File: src/h2r_pkg.sv
package h2r_pkg;

    localparam logic [10:0] HUE_SCALE = 11'd6;
    localparam logic [8:0]  TRI_HALF  = 9'd256;

    localparam logic [2:0] SECTOR_RED_YEL = 3'd0;
    localparam logic [2:0] SECTOR_YEL_GRN = 3'd1;
    localparam logic [2:0] SECTOR_GRN_CYN = 3'd2;
    localparam logic [2:0] SECTOR_CYN_BLU = 3'd3;
    localparam logic [2:0] SECTOR_BLU_MAG = 3'd4;
    localparam logic [2:0] SECTOR_MAG_RED = 3'd5;

    typedef struct packed {
        logic [7:0] hue;
        logic [7:0] saturation;
        logic [7:0] brightness;
    } t_hsv;

    typedef struct packed {
        logic [7:0] brightness;
        logic [7:0] chroma;
        logic [8:0] factor;
        logic [2:0] sector;
        logic       zero;
    } t_chroma;

    typedef struct packed {
        logic [7:0] hi;
        logic [7:0] mid;
        logic [7:0] lo;
        logic [2:0] sector;
        logic       zero;
    } t_mix;

    typedef struct packed {
        logic [7:0] red;
        logic [7:0] green;
        logic [7:0] blue;
    } t_rgb;

endpackage

File: src/h2r_hsv_if.sv
interface h2r_hsv_if;
    logic       valid;
    logic       ready;
    logic [7:0] hue;
    logic [7:0] saturation;
    logic [7:0] brightness;

    modport source (output valid, output hue, output saturation, output brightness,
                    input ready);
    modport sink (input valid, input hue, input saturation, input brightness,
                  output ready);
endinterface

File: src/h2r_rgb_if.sv
interface h2r_rgb_if;
    logic       valid;
    logic       ready;
    logic [7:0] red;
    logic [7:0] green;
    logic [7:0] blue;

    modport source (output valid, output red, output green, output blue, input ready);
    modport sink (input valid, input red, input green, input blue, output ready);
endinterface

File: src/h2r_stage_chroma.sv
module h2r_stage_chroma (
    input  logic             i_clk,
    input  logic             i_rst_n,
    input  logic             i_valid,
    input  h2r_pkg::t_hsv    i_data,
    output logic             o_ready,
    output logic             o_valid,
    output h2r_pkg::t_chroma o_data,
    input  logic             i_ready
);
    import h2r_pkg::*;

    logic        r_valid;
    t_chroma     r_data;
    t_chroma     n_data;
    logic [15:0] w_sv;
    logic [10:0] w_hp;
    logic [8:0]  w_pos;

    always_comb begin
        w_sv  = 16'(i_data.saturation) * 16'(i_data.brightness);
        w_hp  = 11'(i_data.hue) * HUE_SCALE;
        w_pos = w_hp[8:0];
        n_data.brightness = i_data.brightness;
        n_data.chroma     = w_sv[15:8];
        // triangle peaks at the boundary between an even sector and the odd sector after it
        n_data.factor     = w_pos[8] ? (TRI_HALF - 9'(w_pos[7:0])) : w_pos;
        n_data.sector     = w_hp[10:8];
        n_data.zero       = (i_data.brightness == 8'd0);
    end

    assign o_ready = !r_valid || i_ready;
    assign o_valid = r_valid;
    assign o_data  = r_data;

    always_ff @(posedge i_clk) begin
        if (!i_rst_n) begin
            r_valid <= 1'b0;
        end else if (o_ready) begin
            r_valid <= i_valid;
        end
    end

    always_ff @(posedge i_clk) begin
        if (o_ready && i_valid) begin
            r_data <= n_data;
        end
    end

    a_chroma_le_value: assert property (@(posedge i_clk) disable iff (!i_rst_n)
        r_valid |-> r_data.chroma <= r_data.brightness)
        else $error("chroma above value");

    a_factor_range: assert property (@(posedge i_clk) disable iff (!i_rst_n)
        r_valid |-> r_data.factor <= TRI_HALF)
        else $error("triangle factor out of range");
endmodule

File: src/h2r_stage_mix.sv
module h2r_stage_mix (
    input  logic             i_clk,
    input  logic             i_rst_n,
    input  logic             i_valid,
    input  h2r_pkg::t_chroma i_data,
    output logic             o_ready,
    output logic             o_valid,
    output h2r_pkg::t_mix    o_data,
    input  logic             i_ready
);
    import h2r_pkg::*;

    logic        r_valid;
    t_mix        r_data;
    t_mix        n_data;
    logic [16:0] w_cx;
    logic [7:0]  w_lo;

    always_comb begin
        w_cx = 17'(i_data.chroma) * 17'(i_data.factor);
        w_lo = i_data.brightness - i_data.chroma;
        n_data.hi     = i_data.brightness;
        // x never exceeds chroma, so the top product bit stays clear
        n_data.mid    = w_cx[15:8] + w_lo;
        n_data.lo     = w_lo;
        n_data.sector = i_data.sector;
        n_data.zero   = i_data.zero;
    end

    assign o_ready = !r_valid || i_ready;
    assign o_valid = r_valid;
    assign o_data  = r_data;

    always_ff @(posedge i_clk) begin
        if (!i_rst_n) begin
            r_valid <= 1'b0;
        end else if (o_ready) begin
            r_valid <= i_valid;
        end
    end

    always_ff @(posedge i_clk) begin
        if (o_ready && i_valid) begin
            r_data <= n_data;
        end
    end

    a_mid_between: assert property (@(posedge i_clk) disable iff (!i_rst_n)
        r_valid |-> (r_data.mid <= r_data.hi) && (r_data.lo <= r_data.mid))
        else $error("mid level outside lo..hi");
endmodule

File: src/h2r_stage_route.sv
module h2r_stage_route (
    input  logic          i_clk,
    input  logic          i_rst_n,
    input  logic          i_valid,
    input  h2r_pkg::t_mix i_data,
    output logic          o_ready,
    output logic          o_valid,
    output h2r_pkg::t_rgb o_data,
    input  logic          i_ready
);
    import h2r_pkg::*;

    logic r_valid;
    t_rgb r_data;
    t_rgb n_data;

    always_comb begin
        n_data = '0;
        if (!i_data.zero) begin
            unique case (i_data.sector)
                SECTOR_RED_YEL: n_data = '{i_data.hi,  i_data.mid, i_data.lo};
                SECTOR_YEL_GRN: n_data = '{i_data.mid, i_data.hi,  i_data.lo};
                SECTOR_GRN_CYN: n_data = '{i_data.lo,  i_data.hi,  i_data.mid};
                SECTOR_CYN_BLU: n_data = '{i_data.lo,  i_data.mid, i_data.hi};
                SECTOR_BLU_MAG: n_data = '{i_data.mid, i_data.lo,  i_data.hi};
                SECTOR_MAG_RED: n_data = '{i_data.hi,  i_data.lo,  i_data.mid};
                default:        n_data = '0;
            endcase
        end
    end

    assign o_ready = !r_valid || i_ready;
    assign o_valid = r_valid;
    assign o_data  = r_data;

    always_ff @(posedge i_clk) begin
        if (!i_rst_n) begin
            r_valid <= 1'b0;
        end else if (o_ready) begin
            r_valid <= i_valid;
        end
    end

    always_ff @(posedge i_clk) begin
        if (o_ready && i_valid) begin
            r_data <= n_data;
        end
    end
endmodule

File: src/hsv_to_rgb_converter.sv
// HSV to RGB converter, 8 bits per component. One request enters per clock while the output
// side is ready and passes through registered stages to the output channel: a chroma and hue-scale stage
// (8x8 and 8x3 multiply), a mix stage (8x9 multiply for the intermediate level) and a
// routing stage that doubles as the output register. Throughput is one pixel per clock
// whenever the output side is ready; each stage holds its request under backpressure, so
// up to three requests are in flight. Zero brightness always gives black. No configuration.
module hsv_to_rgb_converter (
    input logic i_clk,
    input logic i_rst_n,
    h2r_hsv_if.sink   i_hsv,
    h2r_rgb_if.source o_rgb
);
    import h2r_pkg::*;

    t_hsv    w_in;
    t_chroma w_s1_data;
    t_mix    w_s2_data;
    t_rgb    w_out;
    logic    w_s1_valid;
    logic    w_s1_ready;
    logic    w_s2_valid;
    logic    w_s2_ready;
    logic    w_s3_ready;

    assign w_in = '{i_hsv.hue, i_hsv.saturation, i_hsv.brightness};

    h2r_stage_chroma u_chroma (
        .i_clk   (i_clk),
        .i_rst_n (i_rst_n),
        .i_valid (i_hsv.valid),
        .i_data  (w_in),
        .o_ready (i_hsv.ready),
        .o_valid (w_s1_valid),
        .o_data  (w_s1_data),
        .i_ready (w_s1_ready)
    );

    h2r_stage_mix u_mix (
        .i_clk   (i_clk),
        .i_rst_n (i_rst_n),
        .i_valid (w_s1_valid),
        .i_data  (w_s1_data),
        .o_ready (w_s1_ready),
        .o_valid (w_s2_valid),
        .o_data  (w_s2_data),
        .i_ready (w_s2_ready)
    );

    h2r_stage_route u_route (
        .i_clk   (i_clk),
        .i_rst_n (i_rst_n),
        .i_valid (w_s2_valid),
        .i_data  (w_s2_data),
        .o_ready (w_s2_ready),
        .o_valid (o_rgb.valid),
        .o_data  (w_out),
        .i_ready (w_s3_ready)
    );

    assign w_s3_ready  = o_rgb.ready;
    assign o_rgb.red   = w_out.red;
    assign o_rgb.green = w_out.green;
    assign o_rgb.blue  = w_out.blue;

    // a request parked in the mix stage must not move or change while routing is stalled
    a_mix_holds: assert property (@(posedge i_clk) disable iff (!i_rst_n)
        (w_s2_valid && !w_s2_ready) |=> w_s2_valid && $stable(w_s2_data))
        else $error("mix stage lost a stalled request");

    a_chroma_holds: assert property (@(posedge i_clk) disable iff (!i_rst_n)
        (w_s1_valid && !w_s1_ready) |=> w_s1_valid && $stable(w_s1_data))
        else $error("chroma stage lost a stalled request");
endmodule
File: src/flat_wrapper.sv
// flat-port wrapper written by rule: the top's interface ports become plain ports
module hsv_to_rgb_converter_flat import h2r_pkg::*;
  (i_clk, i_rst_n, i_hsv_valid, i_hsv_hue, i_hsv_saturation, i_hsv_brightness, i_hsv_ready, o_rgb_valid, o_rgb_red, o_rgb_green, o_rgb_blue, o_rgb_ready);
  h2r_hsv_if i_hsv_i ();
  h2r_rgb_if o_rgb_i ();
  input logic i_clk;
  input logic i_rst_n;
  input wire logic [$bits(i_hsv_i.valid)-1:0] i_hsv_valid;
  input wire logic [$bits(i_hsv_i.hue)-1:0] i_hsv_hue;
  input wire logic [$bits(i_hsv_i.saturation)-1:0] i_hsv_saturation;
  input wire logic [$bits(i_hsv_i.brightness)-1:0] i_hsv_brightness;
  output wire logic [$bits(i_hsv_i.ready)-1:0] i_hsv_ready;
  output wire logic [$bits(o_rgb_i.valid)-1:0] o_rgb_valid;
  output wire logic [$bits(o_rgb_i.red)-1:0] o_rgb_red;
  output wire logic [$bits(o_rgb_i.green)-1:0] o_rgb_green;
  output wire logic [$bits(o_rgb_i.blue)-1:0] o_rgb_blue;
  input wire logic [$bits(o_rgb_i.ready)-1:0] o_rgb_ready;
  assign i_hsv_i.valid = i_hsv_valid;
  assign i_hsv_i.hue = i_hsv_hue;
  assign i_hsv_i.saturation = i_hsv_saturation;
  assign i_hsv_i.brightness = i_hsv_brightness;
  assign i_hsv_ready = i_hsv_i.ready;
  assign o_rgb_valid = o_rgb_i.valid;
  assign o_rgb_red = o_rgb_i.red;
  assign o_rgb_green = o_rgb_i.green;
  assign o_rgb_blue = o_rgb_i.blue;
  assign o_rgb_i.ready = o_rgb_ready;
  hsv_to_rgb_converter u_core (.i_clk(i_clk), .i_rst_n(i_rst_n), .i_hsv(i_hsv_i), .o_rgb(o_rgb_i));
endmodule
File: config.mk
export PLATFORM = sky130hd
export DESIGN_NAME = hsv_to_rgb_converter_flat
export DESIGN_NICKNAME = d
export VERILOG_FILES = /design/src/h2r_pkg.sv /design/src/h2r_hsv_if.sv /design/src/h2r_rgb_if.sv /design/src/h2r_stage_chroma.sv /design/src/h2r_stage_mix.sv /design/src/h2r_stage_route.sv /design/src/hsv_to_rgb_converter.sv /design/src/flat_wrapper.sv
export SDC_FILE = /design/constraint.sdc
export NUM_CORES = 1
export LEC_CHECK = 0
export BUFFER_PORTS_ARGS = -buffer_cell sky130_fd_sc_hd__buf_4
export CAP_MARGIN = 0
export CORE_MARGIN = 2
export CORE_UTILIZATION = 40
export DETAILED_ROUTE_END_ITERATION = 7
export HOLD_SLACK_MARGIN = 0.02
export PLACE_DENSITY = 0.57
export SLEW_MARGIN = 20
export SYNTH_ARGS = -nofsm -noshare
export SYNTH_HDL_FRONTEND = slang
export SYNTH_SLANG_ARGS = --single-unit
File: constraint.sdc
create_clock -name i_clk -period 15.7 [get_ports i_clk]
set_input_delay 1.57 -clock i_clk [delete_from_list [all_inputs] [get_ports i_clk]]
set_output_delay 1.57 -clock i_clk [all_outputs]
set_load 0.005 [all_outputs]
# --- Yosys cells after proc, flatten, opt, wreduce, memory -nomap -nowiden ---
# Cells that the tools add are included.
# W data, S select, Z words.
totals:
  rom_bits: 0
  out_inout_bits: 26
  inputBits: 28
  ramBits: 0
  memories: 0
  wordCells: 41
  regBits: 84
  latchBits: 0
classes:
  magnitude_cmp: 0
  n_mul: 3
  n_eq_ne: 5
  div: 0
  n_mux: 2
  shifts: 0
  n_reduce_logical: 11
  addsub: 3
  bitwise_logic: 0
op_table:
  columns: ["cell", "count"]
  rows:
  - ["$pmux W24 S6", 1]
  - ["$mul A8 B8 Y16", 1]
  - ["$mul A8 B9 Y16", 1]
  - ["$mul A8 B2 Y10 const B", 1]
  - ["$sub A9 B8 Y9 const A", 1]
  - ["$add A8 B8 Y8", 1]
  - ["$logic_not A8 Y1", 1]
  - ["$mux W8", 1]
  - ["$sub A8 B8 Y8", 1]
  - ["$eq A3 B2 Y1 const B", 2]
  - ["$eq A3 B3 Y1 const B", 2]
  - ["$eq A3 B1 Y1 const B", 1]
  - ["$logic_and A1 B1 Y1", 3]
  - ["$logic_not A1 Y1", 3]
  - ["$logic_not A3 Y1", 1]
  - ["$logic_or A1 B1 Y1", 3]

# --- Depth between registers and ports, before layout ---
logic_depth:
  depth_word: 5
  depth_mapped: 23
  mapped_depth_nobuf: 23

# --- Modules after synthesis ---
# Synthesis repeated with hierarchy kept, for this count alone.
unflattened:
  hier_cells: 818
  area_unflattened_um2: 8599.5
modules_own_cells:
  columns: ["mod", "seq_area_each_um2", "n_inst", "cells_per_inst", "area_each_um2"]
  rows:
  - ["h2r_stage_mix", 860.8, 1, 356, 3633.5]
  - ["h2r_stage_chroma", 860.8, 1, 326, 3373.2]
  - ["h2r_stage_route", 740.7, 1, 136, 1592.8]

# --- Worst setup path after synthesis ---
# OpenSTA, ideal clock, no wires.
synth_path:
  path_type: "register to register"
  startpoint: "register u_core.u_chroma.r_data, in the netlist u_core.u_chroma.o_data[20]"
  endpoint: "register u_core.u_mix.r_data, in the netlist u_core.u_mix.o_data[19] (data pin)"
  required_ps: 15432
  slack_ps: 10063
  setup_ps: 268
  path_stages_with_launch: 24
  n_path_buf: 1
  synth_period_minus_slack_ps: 5637
  arrival_time_ps: 5369
  cell_sequence: "edfxtp_1 > clkbuf_1 > nand2_1 > fa_1 > fa_1 > inv_1 > fa_1 > inv_1 > fa_1 > inv_1 > ha_1 > a21o_1 > a21o_1 > a41oi_2 > o21ba_2 > o21ai_1 > xor2_1 > ha_1 > nand3_1 > o211ai_1 > nor4_1 > nor3_1 > xnor2_1 > xnor3_1"
synth_lines:
  columns: ["element", "line_no", "source"]
  rows:
  - ["from (decl)", "h2r_stage_chroma.sv:14", "t_chroma r_data;"]
  - ["from (signal assigned)", "h2r_stage_chroma.sv:46", "r_data <= n_data;"]
  - ["to (signal assigned)", "h2r_stage_mix.sv:44", "r_data <= n_data;"]
  - ["to (decl)", "h2r_stage_mix.sv:14", "t_mix r_data;"]

==> summary.md <==
| Metric | Value |
|---|---|
| Htree depth | `3` |
| Share of the synthesized area in the top cell type | `30.0%` |
| Final setup viols | `0` |
| Core Footprint | `0.0195 mm²` |
| Largest net degree at the start of global routing | `31` |
| Synth area leaders | `edfxtp_1 (30%), fa_1 (18%), ha_1 (14%)` |
| Reg clk slew, reported paths | `0.06 ns` |
| Final global-route overflow total | `0` |
| Global-route wire length before repair | `26300 µm` |
| Ports | `54` |
| N_diodes | `0` |
| WHS | `0.418 ns` |
| Setup crit start kind | `flop` |
| Worst Tran Pin Value | `0.911 ns` |
| Total Wirelength | `15300 µm` |
| Largest delay contributor family on the critical path | `adder cells` |
| Slew HR | `about two fifths` |
| R2R setup slack | `between 9 and 10 ns` |
| GRT Total Usage | `about 15%` |
| Initial core utilization | `41.0%` |
| Cells after Synth | `around 770` |
| Die Footprint | `around 0.021 mm²` |
| Fin crit share | `between 30 and 40%` |
| Clock buffer depth | `2` |
| CP Cell Sequence | `nand2_1 -> fa_1 -> fa_1 -> inv_1 -> fa_1 -> inv_1 -> fa_1 -> inv_1 -> ha_1 -> a21o_1 -> a21o_1 -> a41oi_2 -> o21ba_2 -> o21ai_1 -> xor2_1 -> ha_1 -> nand3_1 -> o211ai_1 -> nor4_1 -> nor3_1 -> xnor2_1 -> xnor3_1` |
| Initial antenna violation count | `0` |
| Post-CTS Hold Buffers | `0` |
| CP required | `15.79 ns` |
| Worst Hold Path Cells | `0` |
| Flops & latches, synth | `83` |
| Hold wc startpoint | `u_core.u_chroma.o_data[0]` |
| WHS Endpoint | `u_core.u_mix.o_data[0]` |
| Synth Flop Type | `edfxtp_1` |
| DRT iter0 DRCs | `between 200 and 250` |
| Unrepaired setup endpoints after global routing | `false` |
| Synth-to-layout area growth | `12.6%` |
| Cell area after layout | `~0.009 mm²` |
| Mean Syn Cell Area | `10.4 µm²` |
| Worst skew pair latency | `0.35 ns` |
| Final ANT Viol Nets | `0` |
| Nets | `between 1000 and 1500` |
| TritonCTS Sinks | `slightly above 80` |
| GPL Wtd Cong | `0.852` |
| Worst Reg-to-Reg Cells | `22` |
| Vert. Die Dim | `145 µm` |
| CTS tree | `yes` |
| Clock Root Buffer | `clkbuf_16` |
| Max_cap viols | `0` |
| Type of the worst min-delay path | `flop to flop` |
| Sequential area share after synthesis | `30.8%` |
| Setup crit end kind | `flop` |
| DRT Pass-1 Iters | `5` |
| Vias | `5293` |
| Number of flops mapped to enable cells by yosys | `80` |
| Resized cells post-CTS | `0` |
| Max Clock Freq | `170 MHz` |
| Share of cells above drive strength 1 | `10.3%` |
| Fin util | `46.1%` |
| Reg-to-Reg End | `u_core.u_mix.o_data[19]` |
| Vias in the first global route | `approximately 5400` |
| Clock Skew | `0.0106 ns` |
| Final hold vios | `0` |
| Slowest CP cell | `fa_1` |
| Most used cell, CP | `fa_1` |
| Critical path's largest stage delay | `0.55 ns` |
| FP Rows | `a little over 50` |
| Arrival time of the worst setup path | `5.98 ns` |
| Post-CTS setup buffers | `0` |
| DP HPWL | `12300 µm` |
| Max Transition Viols Final | `0` |
| Die W | `145 µm` |
| Syn. warnings | `0` |
| Critical path type | `flop to flop` |
| Status | `complete, no violations` |
| WL/cell | `14.0 µm` |
| Post-synth net total | `956` |
| Number of remaining DRC errors | `0` |
| Post-Synthesis Cell Area | `0.00800 mm²` |
| Minimum clock period | `5.89 ns` |
| Setup TNS | `0 ns` |
| Buffers and inverters on the worst path | `3` |
| Cell taking the most area after synthesis | `edfxtp_1` |
| PortBufs | `53` |
| Dpl cell area | `0.00870 mm²` |
| Asr flop ratio synth | `0%` |
| Reg-to-Reg Start | `u_core.u_chroma.o_data[20]` |
| Critical path peak fanout | `9` |
| Post-synth cell types | `49` |
| TritonCTS buffer count | `9` |
| Routed vias/inst | `4.86` |
cells by family (layout without fill, tap and decap cells):
family / Yosys count / count (layout) / synth area share, %
flip-flops: 83 / 83 / 30.8
buffers and inverters: 129 / 185 / 6.10
AND/OR/NAND/NOR: 231 / 231 / 14.8
AO/OA/AOI/OAI: 93 / 93 / 7.99
multiplexers: 28 / 28 / 3.60
XOR/XNOR: 44 / 44 / 4.99
adder cells (fa/ha/maj): 160 / 160 / 31.8
routing by layer:
metal	track usage, %	routed length (µm)	part of all wire, %
met3	3.23	556	3.6
met4	4.56	250	1.6
met5	0	0	0
met2	25.9	7360	48
met1	20.2	7110	47
cells in the final DEF, fill, tap and decap left out, types with 3 or more instances in the layout:
cell type    n
o21bai_1     5
a21o_1       8
a211o_1      3
ha_1        88
nand2_1     53
o21a_1       4
clkbuf_16    9
and2_1      84
xor2_1      15
or3_1        3
o211ai_1     3
o21ai_0      8
fa_1        72
nand4_1      3
nor2_1      54
dfxtp_1      3
nor3_1       7
a21oi_1     31
xnor2_1     28
buf_4       55
edfxtp_1    80
o22a_1       6
a31oi_1      3
mux2_2       6
inv_1      114
a211oi_1     6
nand2b_1     3
mux2i_1     22
nor2b_1      7
nand3_1      5
nor3b_1      3
state kept, by name (all words and copies together) (netlist names):
| signal | cells |
|---|---|
| u_core.u_chroma.o_data | 28 |
| u_core.u_chroma.o_valid | 1 |
| u_core.u_mix.o_data | 28 |
| u_core.u_mix.o_valid | 1 |
| u_core.u_route.o_data | 24 |
| u_core.u_route.o_valid | 1 |
cell usage after synthesis (6+ instances only):
cell type	number
xnor2_1	28
nand2_1	53
mux2i_1	22
a211oi_1	6
o22a_1	6
fa_1	72
clkbuf_1	12
a21o_1	8
nor2b_1	8
xor2_1	15
a21oi_1	31
nor2_1	54
o21ai_0	8
mux2_2	6
inv_1	114
edfxtp_1	80
and2_1	84
nor3_1	7
ha_1	88
final cells by class:
class	count	area [µm²]
fill	1935	10500
multi-input combinational	556	5070
sequential	83	2460
inverter	114	428
timing repair buffer	55	413
tap	265	332
clock buffer	9	225
clock inverter	7	75.1
how the worst max path moves through the flow:
stage                                          start  cells after the start  slack, ns                 endpoint
after detailed placement  u_core.u_chroma.o_data[20]                     22       9.80  u_core.u_mix.o_data[19]
after floorplan           u_core.u_chroma.o_data[20]                     23      10.06  u_core.u_mix.o_data[19]
after global routing      u_core.u_chroma.o_data[20]                     22       9.36  u_core.u_mix.o_data[19]
final                     u_core.u_chroma.o_data[20]                     22       9.81  u_core.u_mix.o_data[19]
after CTS                 u_core.u_chroma.o_data[20]                     22       9.78  u_core.u_mix.o_data[19]
after global placement    u_core.u_chroma.o_data[20]                     22       9.92  u_core.u_mix.o_data[19]
per-stage QoR:
stage | cells | setup WS [ns]
2_1_floorplan | 768 | 10.06
3_3_place_gp | 1073 | 9.92
3_5_place_dp | 1073 | 9.80
4_1_cts | 1089 | 9.78
5_1_grt | 1089 | 9.36
6_report | 1089 | 9.81
Power is not shown: default switching activity piles up to over one toggle a cycle in this logic, so the estimate is an artifact.
